$ cat config.mk
export PLATFORM = sky130hd
export DESIGN_NAME = vdcs_ram
export DESIGN_NICKNAME = d
export VERILOG_FILES = /design/src/rtl/vdcs_ram.sv
export SDC_FILE = /design/constraint.sdc
export NUM_CORES = 1
export LEC_CHECK = 0
export BUFFER_PORTS_ARGS = -buffer_cell sky130_fd_sc_hd__buf_2
export CAP_MARGIN = 20
export CORE_ASPECT_RATIO = 0.9
export CORE_UTILIZATION = 45
export CTS_CLUSTER_DIAMETER = 60
export CTS_CLUSTER_SIZE = 20
export DETAILED_ROUTE_END_ITERATION = 7
export SLEW_MARGIN = 20
export SYNTH_ARGS = -nofsm -noshare
export SYNTH_HDL_FRONTEND = slang
export SYNTH_SLANG_ARGS = --single-unit
$ cat constraint.sdc
create_clock -name i_clk -period 2.6 [get_ports i_clk]
set_clock_uncertainty 0.15 [all_clocks]
set_input_delay 0.13 -clock i_clk [delete_from_list [all_inputs] [get_ports i_clk]]
set_output_delay 0.13 -clock i_clk [all_outputs]
set_load 0.02 [all_outputs]
$ cat src/rtl/vdcs_ram.sv
// generic single-write, single-read ram with registered read data
module vdcs_ram #(
    parameter int WIDTH = 8,
    parameter int DEPTH = 16
) (
    input  logic                     i_clk,
    input  logic                     i_we,
    input  logic [$clog2(DEPTH)-1:0] i_waddr,
    input  logic [WIDTH-1:0]         i_wdata,
    input  logic [$clog2(DEPTH)-1:0] i_raddr,
    output logic [WIDTH-1:0]         o_rdata
);
    logic [WIDTH-1:0] mem [DEPTH];
    logic [WIDTH-1:0] r_rdata;

    always_ff @(posedge i_clk) begin
        if (i_we) begin
            mem[i_waddr] <= i_wdata;
        end
        r_rdata <= mem[i_raddr];
    end

    assign o_rdata = r_rdata;
endmodule

* Word level (Yosys, flattened, before mapping)
Memory sizes are Yosys's and may differ from the RTL's. A register that Yosys moved wholly into a read port is not among the register bits.
Index checks and enable logic that the tools add are counted.
** Operators by class
- Multiplexer cells :: 2
** Operators with widths (count)
- 2-to-1 mux 1 bit :: 2
** Storage, ports and cells
- Bits in registers :: 0
- RAM bits :: 128
- Input bits :: 18
- Logic and storage cells :: 3
- Memories :: 1
** Memories
- mem :: depth 16, bits a word 8, rd ports 1, clocked after memory_dff 1, wr ports 1, RTL line 13 : logic [WIDTH-1:0] mem [DEPTH];

* Logic depth before layout (Yosys ltp)
- Depth after elaboration :: 2
- Mapped depth :: 5
- Gate-level depth less buffers :: 3

* Worst setup path before layout
Ideal clock, no wire load.
- Path kind :: input to register
- Start :: input i_waddr[2]
- End :: memory mem[0][0], enable pin
- Library setup time :: 383 ps
- Data arrival time :: 1240 ps
- Data required time :: 2067 ps
- Setup slack :: 827 ps
- Cell stages on the path :: 2
- Path buffers :: 0
- Cell sequence :: or3b_2 nor3_1
** RTL lines
- start: declaration :: RTL line 8 : input logic [$clog2(DEPTH)-1:0] i_waddr,
- end: declaration :: RTL line 13
No word-level cell before the write port.

==> metrics <==
GRT Total Usage=0.195; Crit Reg-Reg Endpoint=o_rdata[6]; setup TNS=0 ns; hold endpoint=mem[0][1]; Die H=103 µm; die area=11,900 µm²; grt ovf=0; top cells by count, synth=edfxtp_1 (128), mux4_2 (18), a22oi_1 (16); EDFF count, synth=128; DRC=0; Post-Syn Area=5150 µm²; Leakage=2.13 nW; Placeable Area=11,000 µm²; hold path cells=3; global route hottest layer=met2; Hold WC Path Type=in2reg; Final period util=0.591; crit path from=mem[2][6]; Antenna Diode Count=0; Initial Util=0.468; Net Count, Synth=247; Routed Antenna Nets=0; met2 usage=0.283; met3 Track Usage GR=0.0612; HP Start=i_waddr[0]; synth top area cells=edfxtp_1 (75%), mux4_2 (7.9%), mux4_1 (7.1%), dfxtp_1 (3.1%), a22oi_1 (2.3%); Slew headroom=0.477; synthesis-to-finish area growth=21.2%; vias in the first global route=2,494; DR WL/cell=23.0 µm; area leader, netlist=edfxtp_1; most common cell in the synthesized netlist=edfxtp_1; number of distinct library cells after synthesis=19; Adder-Cell Fraction of Synth Area=0; vias per cell=5.43; post-route setup slack=1.06 ns; # rows=36; final core occ=0.568; Pwr per Cell Area=853 nW/µm²; flops & latches, synth=136; fin crit period=1.54 ns; syn_area_per_cell=22.5 µm²; largest net degree at the start of global routing=33; pre-CTS setup slack=0.695 ns; worst reg2reg startpoint=mem[2][6]; Setup crit start kind=flip-flop; crit path DAT=1.65 ns; share of layout cells above drive strength 1=0.303; clk buf depth=2; IO Pins=26; Final setup viols=0; Final Hold Viols=0; Die Wd=115 µm; Skew-Pair Late Insertion Delay=0.41 ns; Max Cap Violations=0; Critical Path Fanout Max=1; post-CTS sizing=0; Mapped Cells=229; DRT Pass-1 Iters=4; final WL=10,400 µm; Seq/Total Area, Yosys=0.778; clock slew at reported path FFs=0.06 ns; RD Place Congestion=0.745; Root Driver=clkbuf_16; top_reg_cell synth=edfxtp_1; Max Slew Vio Count=0; PortBufs=25; XOR/XNOR Fraction of Synth Area=0; Synth Warn #=0; Synth top area share=0.747; initial antenna violation count=0; H-tree lvl count=4; Worst IR Drop VDD=0.447 mV; initial drt markers=245; r2r setup slk=1.06 ns; f_max=651 MHz; Compound-Gate Fraction of Synth Area=0.0233; GRT met1 Usage=0.282; r2r worst-path depth=3; post-synthesis async set-or-reset flop share=0; global-route wire length before repair=15,300 µm; Crit path required time=2.72 ns; clock sinks=136; post-synthesis mux area share=0.150; Crit Path Class=reg2reg; RSZ-0062 raised after global routing=no; CTS buffer count=17; fin nets=305; Least-Margin Pin Slew=0.782 ns; dpl hpwl=6450 µm; post-CTS setup buffer count=0; largest family of logic cells by synthesized area=multiplexers; Synth Area in Simple Gates=0.0318; DR vias=2,456; Critical Path End Type=flip-flop; CTS tree=built; run status=completed
==> worst max-delay path, stage by stage (launching register included) <==
cell	delay, ns
edfxtp_1	0.38
mux4_2	0.49
a22oi_1	0.23
nand2_1	0.14
==> worst max path at each step <==
stage / cells past startpoint / endpoint / slack [ns]
final: 3 / o_rdata[6] / 1.06
after global routing: 3 / o_rdata[5] / 1.02
after detailed placement: 3 / mem[2][1] / 0.69
after floorplan: 2 / mem[0][0] / 0.83
after global placement: 3 / mem[2][1] / 0.71
after CTS: 3 / o_rdata[6] / 1.06
==> report_power, final <==
part	internal [mW]	switching, mW	total, mW
logic	0.104	0.148	0.252
clock network	1.71	0.890	2.60
registers	2.45	0.0156	2.47
==> per-stage QoR <==
stage / instances / power [mW] / instance area [µm²] / hold slack (ns)
6_report: 452 / 5.32 / 6240 / 0.132
3_3_place_gp: 412 / 2.76 / 5510 / 0.395
5_1_grt: 452 / 5.46 / 6240 / 0.133
2_1_floorplan: 229 / 2.65 / 5150 / 0.0789
3_5_place_dp: 412 / 2.76 / 5510 / 0.400
4_1_cts: 452 / 5.36 / 6240 / 0.114
==> flip-flops by register name (all words and copies together) (netlist names) <==
signal,count
mem,128
o_rdata,8
==> kinds of logic (layout without fill, tap and decap cells) <==
| family | Yosys count | count (layout) |
|---|---|---|
| DFF | 136 | 136 |
| and+or+nand+nor | 35 | 35 |
| buffers and inverters | 10 | 81 |
| AOI/OAI and AO/OA | 16 | 16 |
| muxes | 32 | 32 |
==> layout by cell type, fill, tap and decap left out, drive strengths merged <==
| master | instances |
|---|---|
| a22oi | 16 |
| and2 | 1 |
| and2b | 1 |
| buf | 41 |
| bufinv | 5 |
| clkbuf | 18 |
| clkinv | 5 |
| clkinvlp | 1 |
| dfxtp | 8 |
| dlygate4sd3 | 8 |
| edfxtp | 128 |
| inv | 3 |
| mux4 | 32 |
| nand2 | 9 |
| nand2b | 2 |
| nand3 | 1 |
| nand3b | 2 |
| nor2 | 13 |
| nor2b | 1 |
| nor3 | 4 |
| or3b | 1 |
==> timing repair <==
item | 4_1_cts | 5_1_grt
endpoints found under the setup margin | 0 | 0
hold endpoints to repair | 125 | 0
hold buffers | 8 | 0
==> final cells by class <==
cell class | count | area, µm²
Clock buffer | 18 | 429
Clock inverter | 14 | 220
Fill cell | 853 | 4750
Multi-Input combinational cell | 83 | 1060
Sequential cell | 136 | 4000
Tap cell | 152 | 190
Timing Repair Buffer | 49 | 338
==> routing by layer <==
layer	wire length [µm]	share of wire
met4	63	0.0061
met5	0	0
met2	4740	0.46
met1	4750	0.46
met3	831	0.080
(Power assumes the default switching activity.)
