**src/rtl/vdcs_pkg.sv**
```systemverilog
// shared types, constants and helper functions of the verlet constraint solver
package vdcs_pkg;

    localparam int MAX_PARTICLES_DEF = 1024;
    localparam int INDEX_W           = 10;
    localparam int CFG_ADDR_W        = 2;
    localparam int CFG_DATA_W        = 32;
    localparam int DIVIDEND_W        = 49;
    localparam int DIVISOR_W         = 33;
    localparam int QUOT_W            = 18;
    localparam int RADICAND_W        = 64;
    localparam int ROOT_W            = 32;
    localparam int MUL_A_W           = 35;
    localparam int MUL_B_W           = 34;
    localparam int PROD_W            = MUL_A_W + MUL_B_W;

    localparam logic [16:0] ONE_Q16  = 17'd65536;
    localparam logic [16:0] HALF_Q16 = 17'd32768;

    localparam logic [31:0]        DT_SQ_RESET = 32'd18;
    localparam logic signed [31:0] GX_RESET    = 32'sd0;
    localparam logic signed [31:0] GY_RESET    = -32'sd642908;

    localparam logic [1:0] MODE_WRITE  = 2'd0;
    localparam logic [1:0] MODE_INTEG  = 2'd1;
    localparam logic [1:0] MODE_CONSTR = 2'd2;
    localparam logic [1:0] MODE_READ   = 2'd3;

    localparam logic [CFG_ADDR_W-1:0] REG_DT_SQ = 2'd0;
    localparam logic [CFG_ADDR_W-1:0] REG_GX    = 2'd1;
    localparam logic [CFG_ADDR_W-1:0] REG_GY    = 2'd2;

    typedef struct packed {
        logic signed [31:0] cur_x;
        logic signed [31:0] cur_y;
        logic signed [31:0] prev_x;
        logic signed [31:0] prev_y;
        logic [31:0]        mass;
        logic               pinned;
    } t_particle;

    localparam int PART_W = $bits(t_particle);

    typedef enum logic [4:0] {
        S_IDLE, S_LATA, S_LATB,
        S_INT_X, S_INT_Y, S_INT_W,
        S_C_DIFF, S_C_ABS, S_C_SQX, S_C_SQY, S_C_SUM, S_C_ROOT, S_C_ERR,
        S_NX_GO, S_NX_WT, S_NY_GO, S_NY_WT,
        S_WA_GO, S_WA_WT, S_WB_GO, S_WB_WT,
        S_C_MX, S_C_MY, S_C_AX, S_C_AY, S_C_BX, S_C_BY, S_C_WA, S_C_WB
    } t_state;

    function automatic logic signed [31:0] sat32(input logic signed [49:0] v);
        logic signed [31:0] r;
        if (v > 50'sd2147483647) begin
            r = 32'sh7FFFFFFF;
        end else if (v < -50'sd2147483648) begin
            r = 32'sh80000000;
        end else begin
            r = v[31:0];
        end
        return r;
    endfunction

    // clamp quotient magnitude to one and apply the sign of the difference
    function automatic logic signed [17:0] unit_part(input logic [QUOT_W-1:0] q,
                                                     input logic neg);
        logic [16:0] m;
        logic signed [17:0] r;
        m = (q > 18'(ONE_Q16)) ? ONE_Q16 : q[16:0];
        r = neg ? -$signed({1'b0, m}) : $signed({1'b0, m});
        return r;
    endfunction

endpackage

```
**src/rtl/vdcs_div.sv**
```systemverilog
// restoring divider, one quotient bit per cycle
module vdcs_div (
    input  logic                              i_clk,
    input  logic                              i_rst_n,
    input  logic                              i_start,
    input  logic [vdcs_pkg::DIVIDEND_W-1:0]   i_dividend,
    input  logic [vdcs_pkg::DIVISOR_W-1:0]    i_divisor,
    output logic                              o_done,
    output logic [vdcs_pkg::QUOT_W-1:0]       o_quot
);
    localparam int DEN_W = vdcs_pkg::DIVISOR_W + vdcs_pkg::QUOT_W;

    logic [vdcs_pkg::DIVIDEND_W-1:0] r_rem;
    logic [DEN_W-1:0]                r_den;
    logic [vdcs_pkg::QUOT_W-1:0]     r_q;
    logic [4:0]                      r_cnt;
    logic                            r_busy;
    logic                            r_done;
    logic                            c_ge;

    assign c_ge = (DEN_W'(r_rem) >= r_den);

    always_ff @(posedge i_clk) begin
        if (!i_rst_n) begin
            r_busy <= 1'b0;
            r_done <= 1'b0;
            r_cnt  <= '0;
        end else begin
            r_done <= 1'b0;
            if (i_start) begin
                r_busy <= 1'b1;
                r_cnt  <= 5'(vdcs_pkg::QUOT_W - 1);
            end else if (r_busy) begin
                r_cnt <= r_cnt - 5'd1;
                if (r_cnt == 5'd0) begin
                    r_busy <= 1'b0;
                    r_done <= 1'b1;
                end
            end
        end
    end

    always_ff @(posedge i_clk) begin
        if (i_start) begin
            r_rem <= i_dividend;
            r_den <= DEN_W'(i_divisor) << (vdcs_pkg::QUOT_W - 1);
            r_q   <= '0;
        end else if (r_busy) begin
            if (c_ge) begin
                r_rem <= r_rem - r_den[vdcs_pkg::DIVIDEND_W-1:0];
            end
            r_q   <= {r_q[vdcs_pkg::QUOT_W-2:0], c_ge};
            r_den <= r_den >> 1;
        end
    end

    assign o_done = r_done;
    assign o_quot = r_q;
endmodule

```
**config.mk**
```make
export PLATFORM = sky130hd
export DESIGN_NAME = vdcs_div
export DESIGN_NICKNAME = d
export VERILOG_FILES = /design/src/rtl/vdcs_pkg.sv /design/src/rtl/vdcs_div.sv
export SDC_FILE = /design/constraint.sdc
export NUM_CORES = 1
export LEC_CHECK = 0
export BUFFER_PORTS_ARGS = -buffer_cell sky130_fd_sc_hd__buf_2
export CORE_AREA = 2 2 118 120
export CTS_BUF_LIST = sky130_fd_sc_hd__clkbuf_16
export DETAILED_ROUTE_END_ITERATION = 10
export DIE_AREA = 0 0 120 122
export GPL_TIMING_DRIVEN = 0
export PLACE_DENSITY = 0.83
export SLEW_MARGIN = 40
export SYNTH_ARGS = -nofsm -noshare
export SYNTH_HDL_FRONTEND = slang
export SYNTH_SLANG_ARGS = --single-unit
export TNS_END_PERCENT = 100
```
**constraint.sdc**
```tcl
create_clock -name i_clk -period 16.35 [get_ports i_clk]
set_clock_uncertainty 0.05 [all_clocks]
set_input_delay 4.0875 -clock i_clk [delete_from_list [all_inputs] [get_ports i_clk]]
set_output_delay 4.0875 -clock i_clk [all_outputs]
set_load 0.03 [all_outputs]
```
Yosys cells after proc, flatten, opt, wreduce, memory -nomap -nowiden

Cells that the tools add are included.

Register bits: 124
Input bits: 85
Output and inout port bits: 19
Logic and storage cells: 30

Add/subtract/negate cells: 2
Magnitude comparators: 1
Muxes and demuxes: 11
Bitwise operators: 2
Reductions and logical operators: 6

Operators with widths:

| cell                                             | count |
|---|---|
| 2-to-1 mux 49 bit                                | 3 |
| 2-to-1 mux 50 bit                                | 2 |
| greater-or-equal comparator 49 x 50 -> 1 bit     | 1 |
| subtractor 49 bit                                | 1 |
| 2-to-1 mux 5 bit                                 | 2 |
| zero test 5 bit                                  | 1 |
| subtractor 5 x 1 -> 5 bit, second input constant | 1 |
| 2-to-1 mux 1 bit                                 | 4 |
| nonzero test 2 bit                               | 2 |
| OR reduction 3 bit                               | 1 |
| inverter 1 bit                                   | 2 |
| AND reduction 2 bit                              | 1 |
| OR reduction 2 bit                               | 1 |

Logic depth before layout (Yosys ltp)

Depth in word-level cells: 4
Mapped depth: 12
Gate-level depth less buffers: 12

Worst setup path after synthesis

Ideal clock, no wire load.

Path type: input to register
Start point: input i_start
End point: register r_rem[0] in the netlist's numbering (enable)
Arrival time: 7.224 ns
Slack: 8.591 ns
Stages: 4
Path buffers: 2
Cell sequence: clkbuf_1 clkbuf_1 nor2_1 a31oi_1

Word-level cells in the longest chain between the ends: 2

RTL lines:

| item                                     | RTL line       | source |
|---|---|---|
| from (decl)                              | vdcs_div.sv:5  | `input logic i_start,` |
| nonzero test 2 bit (no source line)      | n/a            |  |
| AND reduction 2 bit (no source line) (*) | n/a            |  |
| to (signal assigned)                     | vdcs_div.sv:45 | `r_rem <= i_dividend;` |
| to (signal assigned)                     | vdcs_div.sv:50 | `r_rem <= r_rem - r_den[vdcs_pkg::DIVIDEND_W-1:0];` |
| to (decl)                                | vdcs_div.sv:13 | `logic [vdcs_pkg::DIVIDEND_W-1:0] r_rem;` |

Mark *: on every way between the ends. The rest lies on a longest branch, timed or not.
A chain may end at the register's enable or synchronous reset.

Worst setup path after layout

Start point: input i_start
End point: register r_rem[18] in the netlist's numbering (enable)

Same word-level chain as after synthesis.

==> metrics list <==
- Worst reg2reg setup slack: 12.43 ns
* End of the worst register-to-register path: r_rem[18]
* Max FO, Critical Path: 15
* Length of the first detailed-routing pass in iterations: 5
- Avg Inst Size Synth: 9.12 um2
* Leading cell type in the layout, fill and taps excluded: sky130_fd_sc_hd__nand2_1
- Total Die Area: 0.0146 mm2
* Sum of routed wire length over all layers: 21.2 mm
* First-pass GRT wire length: 34.1 mm
* DR WL met2: 9.76 mm
- Highest metal layer with signal wires: met4
- Mean number of vias per cell: 5.88
* Static Leak: 4.00 nW
* Library cell used as clock root buffer: sky130_fd_sc_hd__clkbuf_16
- Synthesis instantiated 81 different standard cells from the library.
- Placed wire-length estimate after detailed placement: 15.9 mm
* # Post-CTS Setup Buffers: 0
* CTS sink count: 124
- Relative to the synthesized area, the layout overhead comes to 17.3%.
- Data on the critical path is required at its endpoint by 16.44 ns.
- In the final layout, the share of cells above drive strength 1 is 0.176.
- Starting Density: 0.602
- The H-tree was split into 4 levels.
- The path class of the tightest hold or removal check is register to register.
* Remaining antenna violation count after routing: 0
- Resize count post-CTS: 0
- Largest net degree at the start of global routing: 34
- The routed design could run at a clock period as short as 6.09 ns.
* Worst min-delay path endpoint: r_cnt[1]
- For this block, wires on met1 add up to 9.48 mm.
- Period Utilization, post-route: 0.373
- Worst Min Path Start: r_cnt[1]
- Via count of the first global-routing pass: 6840
- VDD sags by at most 0.0708 mV.
* Number of violations of the max-capacitance limit: 0
- Antenna fix cells: 0
* Main flop type after synthesis: sky130_fd_sc_hd__edfxtp_1
* Relative slew slack: 0.451
- Unrepaired setup endpoints after global routing: no
* Placed cell count: 1178
- In this run, synthesis produced a sequential element count of 124.
- The final-report max-slew violation count came to 0.
- Height of the chip: 122 um
- In this run, CTS created clock tree buffers numbering 17.
* Status: complete, no violations
- Final cell count without fillers: 1210
- In this run the power density over the cells is 132 mW/mm2.
- Counting every instance in the synthesized netlist gives 892.
- Input/output buffers: 103
- The clock reaches the later pin of the worst-skew pair after 0.44 ns.
- Number of enable-type register cells in the synthesized netlist: 82
* Overall power of the completed layout: 1.26 mW
* Std-Cell Core Area: 0.0135 mm2
* Critical path arrival: 6.19 ns
- Synthesis Warnings: 0
- The worst hold path passes through 2 cells.
- For the pin with the worst max-slew slack, the measured transition is 0.824 ns.
- Overall via count from detail_route: 7115
- Total number of placement rows: 43
- For this run, the register share of the synthesized area comes to 0.406.
- Clock transition at path regs: 0.06 ns
- Final setup viols: 0
* Worst slack on hold paths: 0.453 ns
- The initial antenna violation count was 0.
- Worst Setup Start Kind: primary input
- Leaving out fill and tap cells, the most frequent cells in the layout are sky130_fd_sc_hd__nand2_1, sky130_fd_sc_hd__buf_2, sky130_fd_sc_hd__edfxtp_1.
- The total overflow left after global routing is 0.
* Final net count: 1154
- TritonCTS clock tree: yes
* Cell count of the worst reg-to-reg path: 14
* Die X: 120 um
- CP endpoint kind: register
- The clock passes through at most 2 buffers.
* Fraction of registers with async set/reset: 0
- Maximum frequency from static timing analysis: 164 MHz
- The synthesized netlist occupies a cell area of 0.00814 mm2.
* Routed length on met3: 1.41 mm
- Number of nets produced by synthesis: 1029
* Detailed Route Iter0 Violations: 537
* Final weighted congestion in routability-driven placement: 0.943
- RR Startpoint: r_rem[0]
- CTS hold repair buffers: 0
- The critical path is of the primary input to register type.
- The final-report hold violation count came to 0.
* Ports placed on the boundary: 104
* Total routing usage reported by global routing: 0.299
- Drt drc: 0
* Post-Route Setup TNS: 0 ns
- Wire length per cell after detailed routing: 17.5 um
[cell usage after synthesis (12+ instances only)]
cell,n,area [um2]
sky130_fd_sc_hd__o21ai_0,53,265
sky130_fd_sc_hd__nor2_1,72,270
sky130_fd_sc_hd__nand3_1,13,65.1
sky130_fd_sc_hd__xor2_1,22,193
sky130_fd_sc_hd__nor3_1,12,60.1
sky130_fd_sc_hd__mux2i_1,36,360
sky130_fd_sc_hd__a21o_1,19,143
sky130_fd_sc_hd__nand2_1,113,424
sky130_fd_sc_hd__o31ai_1,21,158
sky130_fd_sc_hd__a21oi_1,63,315
sky130_fd_sc_hd__xnor2_1,22,193
sky130_fd_sc_hd__a22o_1,13,114
sky130_fd_sc_hd__ha_1,51,638
sky130_fd_sc_hd__inv_1,63,236
sky130_fd_sc_hd__edfxtp_1,82,2460
sky130_fd_sc_hd__o21ai_1,17,85.1
sky130_fd_sc_hd__dfxtp_1,42,841
sky130_fd_sc_hd__clkbuf_1,27,101
[final cells by class]
cell class              count  area [um2]
repair buffers            106         573
plain buffers              44         243
flip-flops and latches    124        3300
clock inverters            14         140
inverters                  63         236
well taps                 180         225
fillers                  1057        3970
multi-input cells         661        4370
clock buffers              18         450
[how the worst max path moves through the flow]
| stage | start | endpoint | slack [ns] | depth (start not counted) |
|---|---|---|---|---|
| 2_1_floorplan | i_start | r_rem[0] | 8.59 | 4 |
| 5_1_grt | i_start | r_rem[18] | 10.15 | 7 |
| 4_1_cts | i_start | r_rem[18] | 10.29 | 7 |
| 3_5_place_dp | i_start | r_rem[11] | 9.86 | 7 |
| 3_3_place_gp | i_start | r_rem[25] | 6.62 | 5 |
| 6_report | i_start | r_rem[18] | 10.26 | 7 |
[report_power, final]
| group | switching, mW | internal [mW] |
|---|---|---|
| Sequential | 0.0153 | 0.388 |
| Clock | 0.167 | 0.212 |
| Combinational | 0.284 | 0.190 |
[registers in the layout (all words and copies together) (netlist names)]
register / cells
r_den: 50
r_rem: 49
o_quot: 18
r_cnt: 5
o_done: 1
r_busy: 1
[kinds of logic (layout without fill, tap and decap cells)]
group                    after synthesis  count (layout)  synth area share
buffers and inverters                107             245            0.0589
AO/OA/AOI/OAI                        260             260             0.211
AND/OR/NAND/NOR                      268             268             0.150
XOR/XNOR                              44              44            0.0474
multiplexers                          37              37            0.0457
flip-flops                           124             124             0.406
adder cells (fa/ha/maj)               52              52            0.0809
[worst max-delay path, stage by stage]
cell	delay [ns]
sky130_fd_sc_hd__buf_2	0.17
sky130_fd_sc_hd__clkbuf_1	0.38
sky130_fd_sc_hd__clkbuf_1	0.51
sky130_fd_sc_hd__nor2_1	0.19
sky130_fd_sc_hd__a31oi_4	0.41
sky130_fd_sc_hd__buf_8	0.24
sky130_fd_sc_hd__buf_16	0.17
[through the flow]
stage | cell area [um2] | setup slack [ns] | util
floorplan | 8140 | 8.59 | -
global placement | 8880 | 6.62 | 0.657
detailed placement | 8950 | 9.86 | 0.663
CTS | 9540 | 10.29 | 0.706
global route | 9540 | 10.15 | 0.706
finish | 9540 | 10.26 | 0.706
[layer usage]
metal,up-vias,track usage
li1,3493,-
met1,3306,0.401
met2,271,0.485
met3,45,0.0595
met4,0,0.106
met5,-,0
No activity file was read; power rests on OpenSTA's default activity.
