### src/rtl/vdcs_pkg.sv
// shared types, constants and helper functions of the verlet constraint solver
package vdcs_pkg;

    localparam int MAX_PARTICLES_DEF = 1024;
    localparam int INDEX_W           = 10;
    localparam int CFG_ADDR_W        = 2;
    localparam int CFG_DATA_W        = 32;
    localparam int DIVIDEND_W        = 49;
    localparam int DIVISOR_W         = 33;
    localparam int QUOT_W            = 18;
    localparam int RADICAND_W        = 64;
    localparam int ROOT_W            = 32;
    localparam int MUL_A_W           = 35;
    localparam int MUL_B_W           = 34;
    localparam int PROD_W            = MUL_A_W + MUL_B_W;

    localparam logic [16:0] ONE_Q16  = 17'd65536;
    localparam logic [16:0] HALF_Q16 = 17'd32768;

    localparam logic [31:0]        DT_SQ_RESET = 32'd18;
    localparam logic signed [31:0] GX_RESET    = 32'sd0;
    localparam logic signed [31:0] GY_RESET    = -32'sd642908;

    localparam logic [1:0] MODE_WRITE  = 2'd0;
    localparam logic [1:0] MODE_INTEG  = 2'd1;
    localparam logic [1:0] MODE_CONSTR = 2'd2;
    localparam logic [1:0] MODE_READ   = 2'd3;

    localparam logic [CFG_ADDR_W-1:0] REG_DT_SQ = 2'd0;
    localparam logic [CFG_ADDR_W-1:0] REG_GX    = 2'd1;
    localparam logic [CFG_ADDR_W-1:0] REG_GY    = 2'd2;

    typedef struct packed {
        logic signed [31:0] cur_x;
        logic signed [31:0] cur_y;
        logic signed [31:0] prev_x;
        logic signed [31:0] prev_y;
        logic [31:0]        mass;
        logic               pinned;
    } t_particle;

    localparam int PART_W = $bits(t_particle);

    typedef enum logic [4:0] {
        S_IDLE, S_LATA, S_LATB,
        S_INT_X, S_INT_Y, S_INT_W,
        S_C_DIFF, S_C_ABS, S_C_SQX, S_C_SQY, S_C_SUM, S_C_ROOT, S_C_ERR,
        S_NX_GO, S_NX_WT, S_NY_GO, S_NY_WT,
        S_WA_GO, S_WA_WT, S_WB_GO, S_WB_WT,
        S_C_MX, S_C_MY, S_C_AX, S_C_AY, S_C_BX, S_C_BY, S_C_WA, S_C_WB
    } t_state;

    function automatic logic signed [31:0] sat32(input logic signed [49:0] v);
        logic signed [31:0] r;
        if (v > 50'sd2147483647) begin
            r = 32'sh7FFFFFFF;
        end else if (v < -50'sd2147483648) begin
            r = 32'sh80000000;
        end else begin
            r = v[31:0];
        end
        return r;
    endfunction

    // clamp quotient magnitude to one and apply the sign of the difference
    function automatic logic signed [17:0] unit_part(input logic [QUOT_W-1:0] q,
                                                     input logic neg);
        logic [16:0] m;
        logic signed [17:0] r;
        m = (q > 18'(ONE_Q16)) ? ONE_Q16 : q[16:0];
        r = neg ? -$signed({1'b0, m}) : $signed({1'b0, m});
        return r;
    endfunction

endpackage

### src/rtl/vdcs_sqrt.sv
// bit-serial integer square root, two radicand bits per cycle
module vdcs_sqrt (
    input  logic                              i_clk,
    input  logic                              i_rst_n,
    input  logic                              i_start,
    input  logic [vdcs_pkg::RADICAND_W-1:0]   i_radicand,
    output logic                              o_done,
    output logic [vdcs_pkg::ROOT_W-1:0]       o_root
);
    logic [63:0] r_n, n_n;
    logic [63:0] r_res, n_res;
    logic [4:0]  r_k;
    logic        r_busy;
    logic        r_done;
    logic [63:0] c_bit;
    logic [64:0] c_trial;

    always_comb begin
        c_bit   = 64'd1 << {r_k, 1'b0};
        c_trial = {1'b0, r_res} + {1'b0, c_bit};
        if ({1'b0, r_n} >= c_trial) begin
            n_n   = r_n - c_trial[63:0];
            n_res = (r_res >> 1) + c_bit;
        end else begin
            n_n   = r_n;
            n_res = r_res >> 1;
        end
    end

    always_ff @(posedge i_clk) begin
        if (!i_rst_n) begin
            r_busy <= 1'b0;
            r_done <= 1'b0;
            r_k    <= '0;
        end else begin
            r_done <= 1'b0;
            if (i_start) begin
                r_busy <= 1'b1;
                r_k    <= 5'd31;
            end else if (r_busy) begin
                r_k <= r_k - 5'd1;
                if (r_k == 5'd0) begin
                    r_busy <= 1'b0;
                    r_done <= 1'b1;
                end
            end
        end
    end

    always_ff @(posedge i_clk) begin
        if (i_start) begin
            r_n   <= i_radicand;
            r_res <= '0;
        end else if (r_busy) begin
            r_n   <= n_n;
            r_res <= n_res;
        end
    end

    assign o_done = r_done;
    assign o_root = r_res[31:0];
endmodule

### config.mk
export PLATFORM = sky130hd
export DESIGN_NAME = vdcs_sqrt
export DESIGN_NICKNAME = d
export VERILOG_FILES = /design/src/rtl/vdcs_pkg.sv /design/src/rtl/vdcs_sqrt.sv
export SDC_FILE = /design/constraint.sdc
export NUM_CORES = 1
export LEC_CHECK = 0
export BUFFER_PORTS_ARGS = -buffer_cell sky130_fd_sc_hd__buf_2
export CORE_MARGIN = 2
export CORE_UTILIZATION = 55
export CTS_BUF_LIST = sky130_fd_sc_hd__clkbuf_4 sky130_fd_sc_hd__clkbuf_8
export DETAILED_ROUTE_END_ITERATION = 6
export PLACE_DENSITY = 0.73
export SLEW_MARGIN = 0
export SYNTH_ARGS = -nofsm -noshare
export SYNTH_HDL_FRONTEND = slang
export SYNTH_SLANG_ARGS = --single-unit
export TNS_END_PERCENT = 1
### constraint.sdc
create_clock -name i_clk -period 16.1 [get_ports i_clk]
set_input_delay 0.805 -clock i_clk [delete_from_list [all_inputs] [get_ports i_clk]]
set_output_delay 0.805 -clock i_clk [all_outputs]
set_load 0.1 [all_outputs]
; ---- Yosys cells after proc, flatten, opt, wreduce, memory -nomap -nowiden
; Index checks and enable logic that the tools add are counted.
[classes]
n_reduce_logical = 5
div_mod_pow = 0
magnitude_cmp = 1
shifts = 1
eq_ne = 0
muxes = 10
n_mul = 0
n_bitwise = 2
addsub = 4
[ops]
columns = cell, count
row1 = two-way mux 64 bit, 4
row2 = adder 64 x 64 -> 65 bit, 1
row3 = >= comparator 64 x 65 -> 1 bit, 1
row4 = adder 63 x 64 -> 64 bit, 1
row5 = << shifter 1 x 6 -> 64 bit (first input constant), 1
row6 = subtractor 64 bit, 1
row7 = two-way mux 5 bit, 2
row8 = zero test 5 bit, 1
row9 = subtractor 5 x 1 -> 5 bit (second input constant), 1
row10 = two-way mux 1 bit, 4
row11 = nonzero test 2 bit, 2
row12 = OR reduction 3 bit, 1
row13 = NOT 1 bit, 2
row14 = AND reduction 2 bit, 1
[word_totals]
ramBits = 0
latchBits = 0
mem_count = 0
ff_bits = 135
rom_bits = 0

; ---- Logic depth before layout (Yosys ltp)
; Gate-level depths: netlist of run 1.
[logic_depth]
ltp_word = 6
depth_mapped = 31
mapped_depth_nobuf = 28

; ---- Least setup slack after synthesis of run 1
; Ideal clock, no wire load.
[synth_path]
kind = flip-flop to flip-flop
from = reg r_k[3]
to = reg r_n[0], enable pin
arrival_ns = 8.609
n_path_buf = 4
path_stages_with_launch = 29
synth_period_minus_slack_ns = 9.109
slack_ns = 6.991
path_cell_list = dfxtp_1 -> clkbuf_1 -> nor3_1 -> and2_1 -> ha_1 -> a31oi_1 -> nor4_1 -> or3_1 -> a31oi_1 -> o21ai_1 -> a31oi_1 -> o21ai_1 -> a221oi_1 -> o21bai_1 -> a31oi_1 -> xnor2_1 -> ha_1 -> nand2_1 -> nor2_1 -> nand3_1 -> nor4_1 -> a22o_1 -> o21ai_1 -> a211oi_1 -> o31ai_2 -> buf_6 -> buf_4 -> buf_2 -> o21bai_1
[synth_between]
elab_chain_cells = 5
[synth_lines]
columns = element, line
row1 = "start, declared", vdcs_sqrt.sv:12  ; logic [4:0] r_k;
row2 = "start signal, assigned", vdcs_sqrt.sv:41  ; r_k <= r_k - 5'd1;
row3 = << shifter 1 x 6 -> 64 bit, vdcs_sqrt.sv:19  ; c_bit = 64'd1 << {r_k, 1'b0};
row4 = adder 64 x 64 -> 65 bit, vdcs_sqrt.sv:20  ; c_trial = {1'b0, r_res} + {1'b0, c_bit};
row5 = >= comparator 64 x 65 -> 1 bit, vdcs_sqrt.sv:21  ; if ({1'b0, r_n} >= c_trial) begin
row6 = nonzero test 2 bit (no source line), --
row7 = AND reduction 2 bit (no source line), --
row8 = "end signal, assigned", vdcs_sqrt.sv:52  ; r_n <= i_radicand;
row9 = "end signal, assigned", vdcs_sqrt.sv:55  ; r_n <= n_n;
row10 = "end, declared", vdcs_sqrt.sv:10  ; logic [63:0] r_n, n_n;
; Every way passes these cells.
; A chain may end at the register's enable or synchronous reset.

; ---- Final worst setup path of run 1
[layout_path]
from = reg r_k[0]
to = reg r_n[38], enable pin
; The elaborated chain is that of the path after synthesis.

==> impl_metrics.ini, run 1 <==
[synth]
synth_area_leader_cell = edfxtp_1
ys_warn_count = 0
netlist_top_cells_area = edfxtp_1 14%, ha_1 12%, dfxtp_1 10%, o21ai_0 5.2%, nand2_1 5.0%
synth_top_cell_area_share_pct = 13.7
ys.flop_type = dfxtp_1
yosysMostFrequentCell = nand2_1
yosysSeqAreaShare_pct = 23.7
yosys.area_share.simple_pct = 20.1
synth_edf_count = 64
syn_inst = 1810
syn_nets = 2013
ys_types = 75
muxShareOfSynthArea_pct = 1.80
synthTopCellsByCount = 186 x nand2_1, 172 x nor2_1, 145 x o21ai_0
async_flop_share_pct = 0
synth_compound_area_share_pct = 27.7
synth_xor_area_share_pct = 9.15
synth_top_family_by_area = compound AO/OA/AOI/OAI gates
synthAdderAreaFrac_pct = 12.1
synthesis.area_um2 = 14100
syn-mean-instance-area_um2 = 7.78
ys_ff_latch = 135

[timing]
period_needed_ns = 8.65
hold_ws_ns = 0.532
finalSetupViolCount = 0
skew_ns = 0.0173
slew_headroom_pct = 36.2
finalHoldViolations = 0
tightest_slew_ns = 0.958
grt_setup_unrepaired = false
fmax_ghz = 0.116
maxSlewViolCount = 0
setup-tns-final_ns = 0
timing.final.crit_share_pct = 53.7
fin_ws_ns = 7.45

[drt]
drt_iter0_markers = 1412
vias = 13504
wirelength_um = 39600
post_drt_via_cell_ratio = 6.26
drcViolationCount = 0
antenna_left = 0
wl_per_cell_um = 18.4
first_pass_iters = 6

[clocking]
cts_resized = 0
worstSkewPairLatency_ns = 0.46
cts_buffers = 17
cts_tree = yes
clockBufferDepth = 2
clkTransAtPathRegs_ns = 0.09
postCtsSetupBuffers = 0
clock-sinks = 135
htreeDepth = 4
hold_buffers = 0
clockRootBuffer = clkbuf_8

[layout]
syn2layout_area_growth_pct = 5.63
fillers = 2349
design_area_um2 = 14900
num-nets-final = 2017
drive_gt1_share_pct = 9.41
diodes = 0

[status]
status = finished, final reports clean

[critical_path]
crit_buf_inv = 4
cp_top_family = compound AO/OA/AOI/OAI gates
crit_slowest_cell = buf_4
reg2reg_depth = 28
crit_type = reg2reg
cp_max_fo = 69
cp.depth = 28
crit_arrival_ns = 8.73
rr_endpoint = r_n[38]
r2r_slack_ns = 7.45
cp-endpoint = r_n[38]
startpoint = r_k[0]
r2r-start = r_k[0]
cp-start-kind = flop
cpPeakStageDelay_ns = 0.76
end_kind = flop
cp.required_ns = 16.18

[place]
portBuffers = 99
globalplace.congestion = 0.986
pre_cts_ws_ns = 7.73
place_hpwl_um = 30200
placed_area_um2 = 14500

[floorplan]
io_pins = 100
core_um2 = 25200
die_h_um = 164
start_util_pct = 55.9
die_area_um2 = 26900
fp.dieW_um = 164
rows = 58

[job]
cap_violations = 0

[global_routing]
grtUsageTotal_pct = 29.4
grt_antenna_before_repair = 0
grt_max_degree = 96
grt_pass1_wl_um = 63600
grt_pass1_vias = 12527
grt_overflow = 0

[power]
switchingPower_mw = 0.854
swShare_pct = 45.5
p_comb_share_pct = 55.6
seqPwrFrac_pct = 27.8
internal_power_mw = 1.02
leakage_nw = 5.85
irDropWorstVdd_mv = 0.0750
p_per_area_nw_per_um2 = 126
pwr-share-clk_pct = 16.6

[hold_path]
worstHoldPathType = reg2reg
power by group through the flow:
stage | combinational (mW) | clock (mW) | sequential (mW)
finish | 1.04 | 0.311 | 0.522
floorplan | 0.839 | 0 | 0.499
global placement | 1.01 | 0 | 0.525
global route | 1.16 | 0.327 | 0.531
detailed placement | 1.02 | 0 | 0.526
CTS | 1.03 | 0.314 | 0.520
sequential cells by signal (all words and copies together) (netlist names):
signal	flops
r_k	5
r_res	64
r_busy	1
r_n	64
o_done	1
how the worst min path moves through the flow:
stage	start	to	depth (start not counted)
final	r_res[0]	r_res[0]	2
after global routing	r_res[0]	r_res[0]	2
after CTS	r_res[0]	r_res[0]	2
after detailed placement	r_res[0]	r_res[0]	2
after global placement	r_res[0]	r_res[0]	2
after floorplan	r_res[0]	r_res[0]	2
layout make-up:
type / instances / area (µm²) / share of cell area [%]
flip-flops and latches: 135 / 3350 / 22.5
clock buffers: 19 / 262 / 1.76
multi-input cells: 1513 / 9990 / 67.2
well taps: 330 / 413 / 2.78
clock inverters: 13 / 154 / 1.03
repair buffers: 105 / 547 / 3.68
inverters: 42 / 158 / 1.06
layout by cell type, fill, tap and decap left out, types with 11 or more instances in the layout:
cell type / n
edfxtp_1: 64
and2_1: 28
nand4_1: 30
xnor2_1: 79
xor2_1: 68
buf_2: 98
dfxtp_1: 70
o21bai_1: 32
inv_1: 41
a21oi_1: 129
nor2_1: 172
clkbuf_8: 19
a31o_2: 13
and3_1: 17
nand2_1: 186
nor2b_1: 25
a211oi_1: 38
a21o_1: 44
nand3_1: 34
o21a_1: 30
or3_1: 27
ha_1: 135
mux2i_1: 14
nor4_1: 15
o21ai_0: 145
a311oi_1: 19
nor3_1: 35
a31oi_1: 64
nand2b_1: 13
o31ai_1: 11
through the flow:
step / total power [mW] / util [%] / instances
2_1_floorplan: 1.34 / - / 1810
3_3_place_gp: 1.53 / 57.4 / 2125
3_5_place_dp: 1.55 / 57.4 / 2125
4_1_cts: 1.87 / 59.1 / 2157
5_1_grt: 2.01 / 59.1 / 2157
6_report: 1.88 / 59.1 / 2157
routing by layer:
layer,global-route usage (%),up-vias,routed length (µm)
met2,48.8,466,18400
met3,3.48,62,2660
li1,-,6689,-
met5,0,-,0
met4,9.09,0,925
met1,40.1,6287,17700
cells by family after synthesis:
kind of cell               Yosys count
AOI/OAI and AO/OA                  603
xor gates and xnor gates           147
adders and majority gates          136
buffers and inverters              162
DFF                                135
muxes                               24
and+or+nand+nor                    603
tightest hold or removal path: stages (launching register included):
cell and delay, ns:
dfxtp_1 0.34, nor2_1 0.10, a211oi_1 0.05
Note: power is estimated with default switching activity, not from simulation.
==> run 2, diff against run 1 <==
==> constraint.sdc (replaced) <==
create_clock -name i_clk -period 8.2 [get_ports i_clk]
set_input_delay 0.41 -clock i_clk [delete_from_list [all_inputs] [get_ports i_clk]]
set_output_delay 0.41 -clock i_clk [all_outputs]
set_load 0.1 [all_outputs]
==> run 2 against run 1 <==
Net effect: cell count increased by 0.32%; routed wire length decreased by 0.29%; fmax increased by 12%; highest routed layer unchanged; sequential cell count unchanged; die area unchanged; critical path type unchanged; worst setup slack got worse by 7.0 ns; via count increased by 0.64%; combinational power increased by 99%; clock skew increased by 0.0026 ns.
==> impl_metrics.ini, run 2 (same netlist as run 1, synthesis figures left out) <==
[floorplan]
die_h_um = 164
io_pins = 100
rows = 58
die_area_um2 = 26900
core_um2 = 25200
start_util_pct = 55.9
fp.dieW_um = 164

[power]
p_per_area_nw_per_um2 = 255
irDropWorstVdd_mv = 0.145
leakage_nw = 5.94
total_power_mw = 3.84

[layout]
drive_gt1_share_pct = 9.81
fin_util_pct = 59.8
top_regs = r_n (64), r_res (64), r_k (5)
diodes = 0
final_common_cell = nand2_1
regArea_um2 = 3350
fillers = 2314
multi_input_area_um2 = 10000
syn2layout_area_growth_pct = 7.03
final_cell_mix = 186 x nand2_1, 172 x nor2_1, 145 x o21ai_0
num-nets-final = 2024

[job]
cap_violations = 0

[drt]
drcViolationCount = 0
wl_per_cell_um = 18.3
vias = 13591
wirelength_um = 39500
drt_iter0_markers = 1323
antenna_left = 0
first_pass_iters = 7
post_drt_via_cell_ratio = 6.28

[critical_path]
crit_type = reg2reg
crit_arrival_ns = 8.10
cp-start-kind = flop
startpoint = r_k[0]
cp.required_ns = 8.58
cp_max_fo = 37
r2r_slack_ns = 0.48
cpPeakStageDelay_ns = 0.44
r2r-start = r_k[0]
rr_endpoint = r_res[11]
cp-endpoint = r_res[11]
crit_slowest_cell = or3_1
reg2reg_depth = 28
end_kind = flop

[place]
globalplace.congestion = 0.973
place_hpwl_um = 29900
portBuffers = 99

[timing]
finalHoldViolations = 0
period_needed_ns = 7.72
fmax_ghz = 0.130
slew_headroom_pct = 38.9
finalSetupViolCount = 0
grt_setup_unrepaired = false
tightest_slew_ns = 0.916
skew_ns = 0.0199
timing.final.crit_share_pct = 94.1
setup-tns-final_ns = 0
maxSlewViolCount = 0

[clocking]
cts_resized = 0
clkTransAtPathRegs_ns = 0.09
clockRootBuffer = clkbuf_8
hold_buffers = 0
clock-sinks = 135
cts_buffers = 17
cts_tree = yes
postCtsSetupBuffers = 0
htreeDepth = 4
worstSkewPairLatency_ns = 0.49
clockBufferDepth = 2

[global_routing]
grt_pass1_wl_um = 63100
grtUsageTotal_pct = 29.1
grt_max_degree = 97
grt_pass1_vias = 12663
grt_antenna_before_repair = 0
grt_overflow = 0

[hold_path]
min_from = i_radicand[60]
worstHoldPathType = in2reg

[status]
status = finished, final reports clean
## run 2: cell types whose count changed in the layout (fill, tap and decap cells not counted), moves of 2 or more
cell        previous run  this run
buf_12                 0         2
clkinv_2               5         2
buf_4                  6        10
bufinv_16              3         7
clkinvlp_4             4         1
## run 2: worst min-delay path by stage
stage,to,cells after the start
after floorplan,r_res[0],2
after global placement,r_res[0],2
after detailed placement,r_res[0],2
after global routing,r_n[60],3
final,r_n[60],3
after CTS,r_n[60],3
## run 2: worst max-delay path: cells and delay by family (launching register included)
kind                       cells  cell delay, ns
AOI/OAI and AO/OA             13            3.54
xor gates and xnor gates       1            0.10
adders and majority gates      3            0.97
buffers and inverters          3            0.56
DFF                            1            0.36
and+or+nand+nor                8            2.07
## run 2: cell type report
cell class	count	share of cell area, %
inverters	42	1.05
flip-flops and latches	135	22.2
multi-input cells	1514	66.5
clock buffers	19	1.74
repair buffers	111	4.09
clock inverters	13	1.65
well taps	330	2.74
## run 2: metal layers
layer  GRT usage (%)  up-vias  routed length, µm
li1                -     6704                  -
met1            39.0     6313              17600
met2            48.4      489              18100
met3            4.12       85               2730
met4            9.17        0               1110
met5               0        -                  0
## run 2: stage by stage
stage               cells  hold WS (ns)  setup WS, ns  instance area (µm²)
CTS                  2163         0.191         0.332                15000
detailed placement   2131         0.515         0.355                14500
global route         2164         0.190         0.102                15100
global placement     2131         0.497         0.595                14500
finish               2164         0.192         0.481                15100
floorplan            1810         0.479         0.460                14100
## run 2: where the power goes
group / switching [mW] / internal [mW] / leakage (nW) / total [mW]
clock: 0.306 / 0.439 / 0.253 / 0.744
sequential: 0.122 / 0.901 / 1.23 / 1.02
combinational: 1.26 / 0.808 / 4.46 / 2.07
total: 1.69 / 2.15 / 5.94 / 3.84
==> run 3, diff against run 2 <==
--- a/config.mk
+++ b/config.mk
@@ -10,6 +10,7 @@
 export CORE_UTILIZATION = 55
 export CTS_BUF_LIST = sky130_fd_sc_hd__clkbuf_4 sky130_fd_sc_hd__clkbuf_8
 export DETAILED_ROUTE_END_ITERATION = 6
+export GPL_TIMING_DRIVEN = 0
 export PLACE_DENSITY = 0.73
 export SLEW_MARGIN = 0
 export SYNTH_ARGS = -nofsm -noshare
==> run 3 against run 2 <==
Net effect: hold slack improved by 0.013 ns; via count rose by 7.1%; sequential share of layout area fell by 0.62 points; register-to-register slack got worse by 0.15 ns; die area did not move; first-iteration DRC count rose by 12%; power fell by 0.72%; critical path type unchanged.
==> impl_metrics.ini, run 3 (same netlist as run 1, synthesis figures left out) <==
[critical_path]
rr_endpoint = r_n[25]
startpoint = r_k[0]
crit_arrival_ns = 8.03
crit_type = reg2reg
crit_slowest_cell = or3_1
r2r-start = r_k[0]
cpPeakStageDelay_ns = 0.51
critPathMostFrequentCell = ha_1
reg2reg_depth = 29
cp-start-kind = flop
end_kind = flop
cp.required_ns = 8.36
cp_max_fo = 27
r2r_slack_ns = 0.33

[global_routing]
grtUsageTotal_pct = 34.5
grt_antenna_before_repair = 0
grt_pass1_wl_um = 72400
grt_pass1_vias = 13599
grt_overflow = 0
grt_max_degree = 29

[layout]
final_common_cell = nand2_1
top_regs = r_n (64), r_res (64), r_k (5)
syn2layout_area_growth_pct = 10.0
fillers = 2323
design_area_um2 = 15500
num-nets-final = 2131
diodes = 0
drive_gt1_share_pct = 11.3
final_cell_mix = 186 x nand2_1, 172 x nor2_1, 145 x o21ai_0

[clocking]
cts_buffers = 17
clkTransAtPathRegs_ns = 0.10
worstSkewPairLatency_ns = 0.48
clockBufferDepth = 2
cts_tree = yes
htreeDepth = 4
clockRootBuffer = clkbuf_8
clock-sinks = 135

[drt]
antenna_left = 0
wirelength_um = 46700
wl_per_cell_um = 20.6
drt_iter0_markers = 1477
drcViolationCount = 0
first_pass_iters = 7
post_drt_via_cell_ratio = 6.41
vias = 14557

[timing]
finalSetupViolCount = 0
tightest_slew_ns = 1.11
period_needed_ns = 7.87
fmax_ghz = 0.127
finalHoldViolations = 0
maxSlewViolCount = 0
slew_headroom_pct = 26.0
skew_ns = 0.0230
grt_setup_unrepaired = false
fin_ws_ns = 0.333
timing.final.crit_share_pct = 95.9

[hold_path]
worstHoldPathType = in2reg
hold_path_end = r_n[0]
min_from = i_radicand[0]
hold_path_depth = 3

[floorplan]
die_h_um = 164
start_util_pct = 55.9
core_um2 = 25200
io_pins = 100
die_area_um2 = 26900
fp.dieW_um = 164
rows = 58

[place]
portBuffers = 98
place_hpwl_um = 35900
placed_area_um2 = 15000
pre_cts_ws_ns = -0.578
globalplace.congestion = 0.958

[power]
leakage_nw = 6.16
p_per_area_nw_per_um2 = 246
total_power_mw = 3.81
irDropWorstVdd_mv = 0.151

[job]
cap_violations = 0

[status]
status = finished, final reports clean
==> run 3: layout make-up <==
cell class | instances | area, µm² | area share, %
multi-input combinational | 1513 | 10000 | 64.8
sequential | 135 | 3340 | 21.6
buffer | 118 | 598 | 3.86
timing repair buffer | 101 | 538 | 3.47
tap | 330 | 413 | 2.67
clock buffer | 18 | 248 | 1.60
clock inverter | 14 | 158 | 1.02
inverter | 42 | 158 | 1.02
==> run 3: report_power, final <==
part	total [mW]	internal, mW	leakage (nW)	switching (mW)
Combinational	2.19	0.830	4.73	1.36
Clock	0.613	0.305	0.199	0.308
Sequential	1.00	0.900	1.23	0.102
==> run 3: timing repair <==
item                                    in CTS  in global routing
endpoints found under the setup margin      96                112
setup buffers                                1                  0
hold buffers                                 0                  0
gates resized for setup                      3                  6
endpoints found under the hold margin        0                  0
pin swaps                                    1                  1
==> run 3: metal layers <==
metal / wire length, µm / track usage [%] / up-vias
li1: - / - / 6922
met1: 19900 / 45.7 / 6805
met2: 21100 / 57.3 / 697
met3: 3920 / 3.91 / 133
met4: 1790 / 14.0 / 0
met5: 0 / 0 / -
==> run 3: how the worst max path moves through the flow <==
stage	endpoint
2_1_floorplan	r_n[0]
3_5_place_dp	r_n[25]
6_report	r_n[25]
3_3_place_gp	r_n[25]
4_1_cts	r_n[25]
5_1_grt	r_n[25]
==> run 3: metrics by stage <==
stage                     TNS (ns)  cells  hold slack (ns)  util [%]
final                            0   2271            0.205      61.5
after CTS                        0   2273            0.189      61.4
after floorplan                  0   1810            0.479         -
after global routing             0   2271            0.218      61.5
after global placement     -158.22   2238            0.500      59.5
after detailed placement    -35.25   2240            0.500      59.7
==> run 3: critical path: cells and delay by family (launching register included) <==
kind | cells | cell delay, ns
buf+inv | 5 | 1.02
simple gates | 7 | 1.80
compound gates | 13 | 3.21
xor+xnor | 1 | 0.11
flops | 1 | 0.38
fa+ha+maj | 3 | 0.98
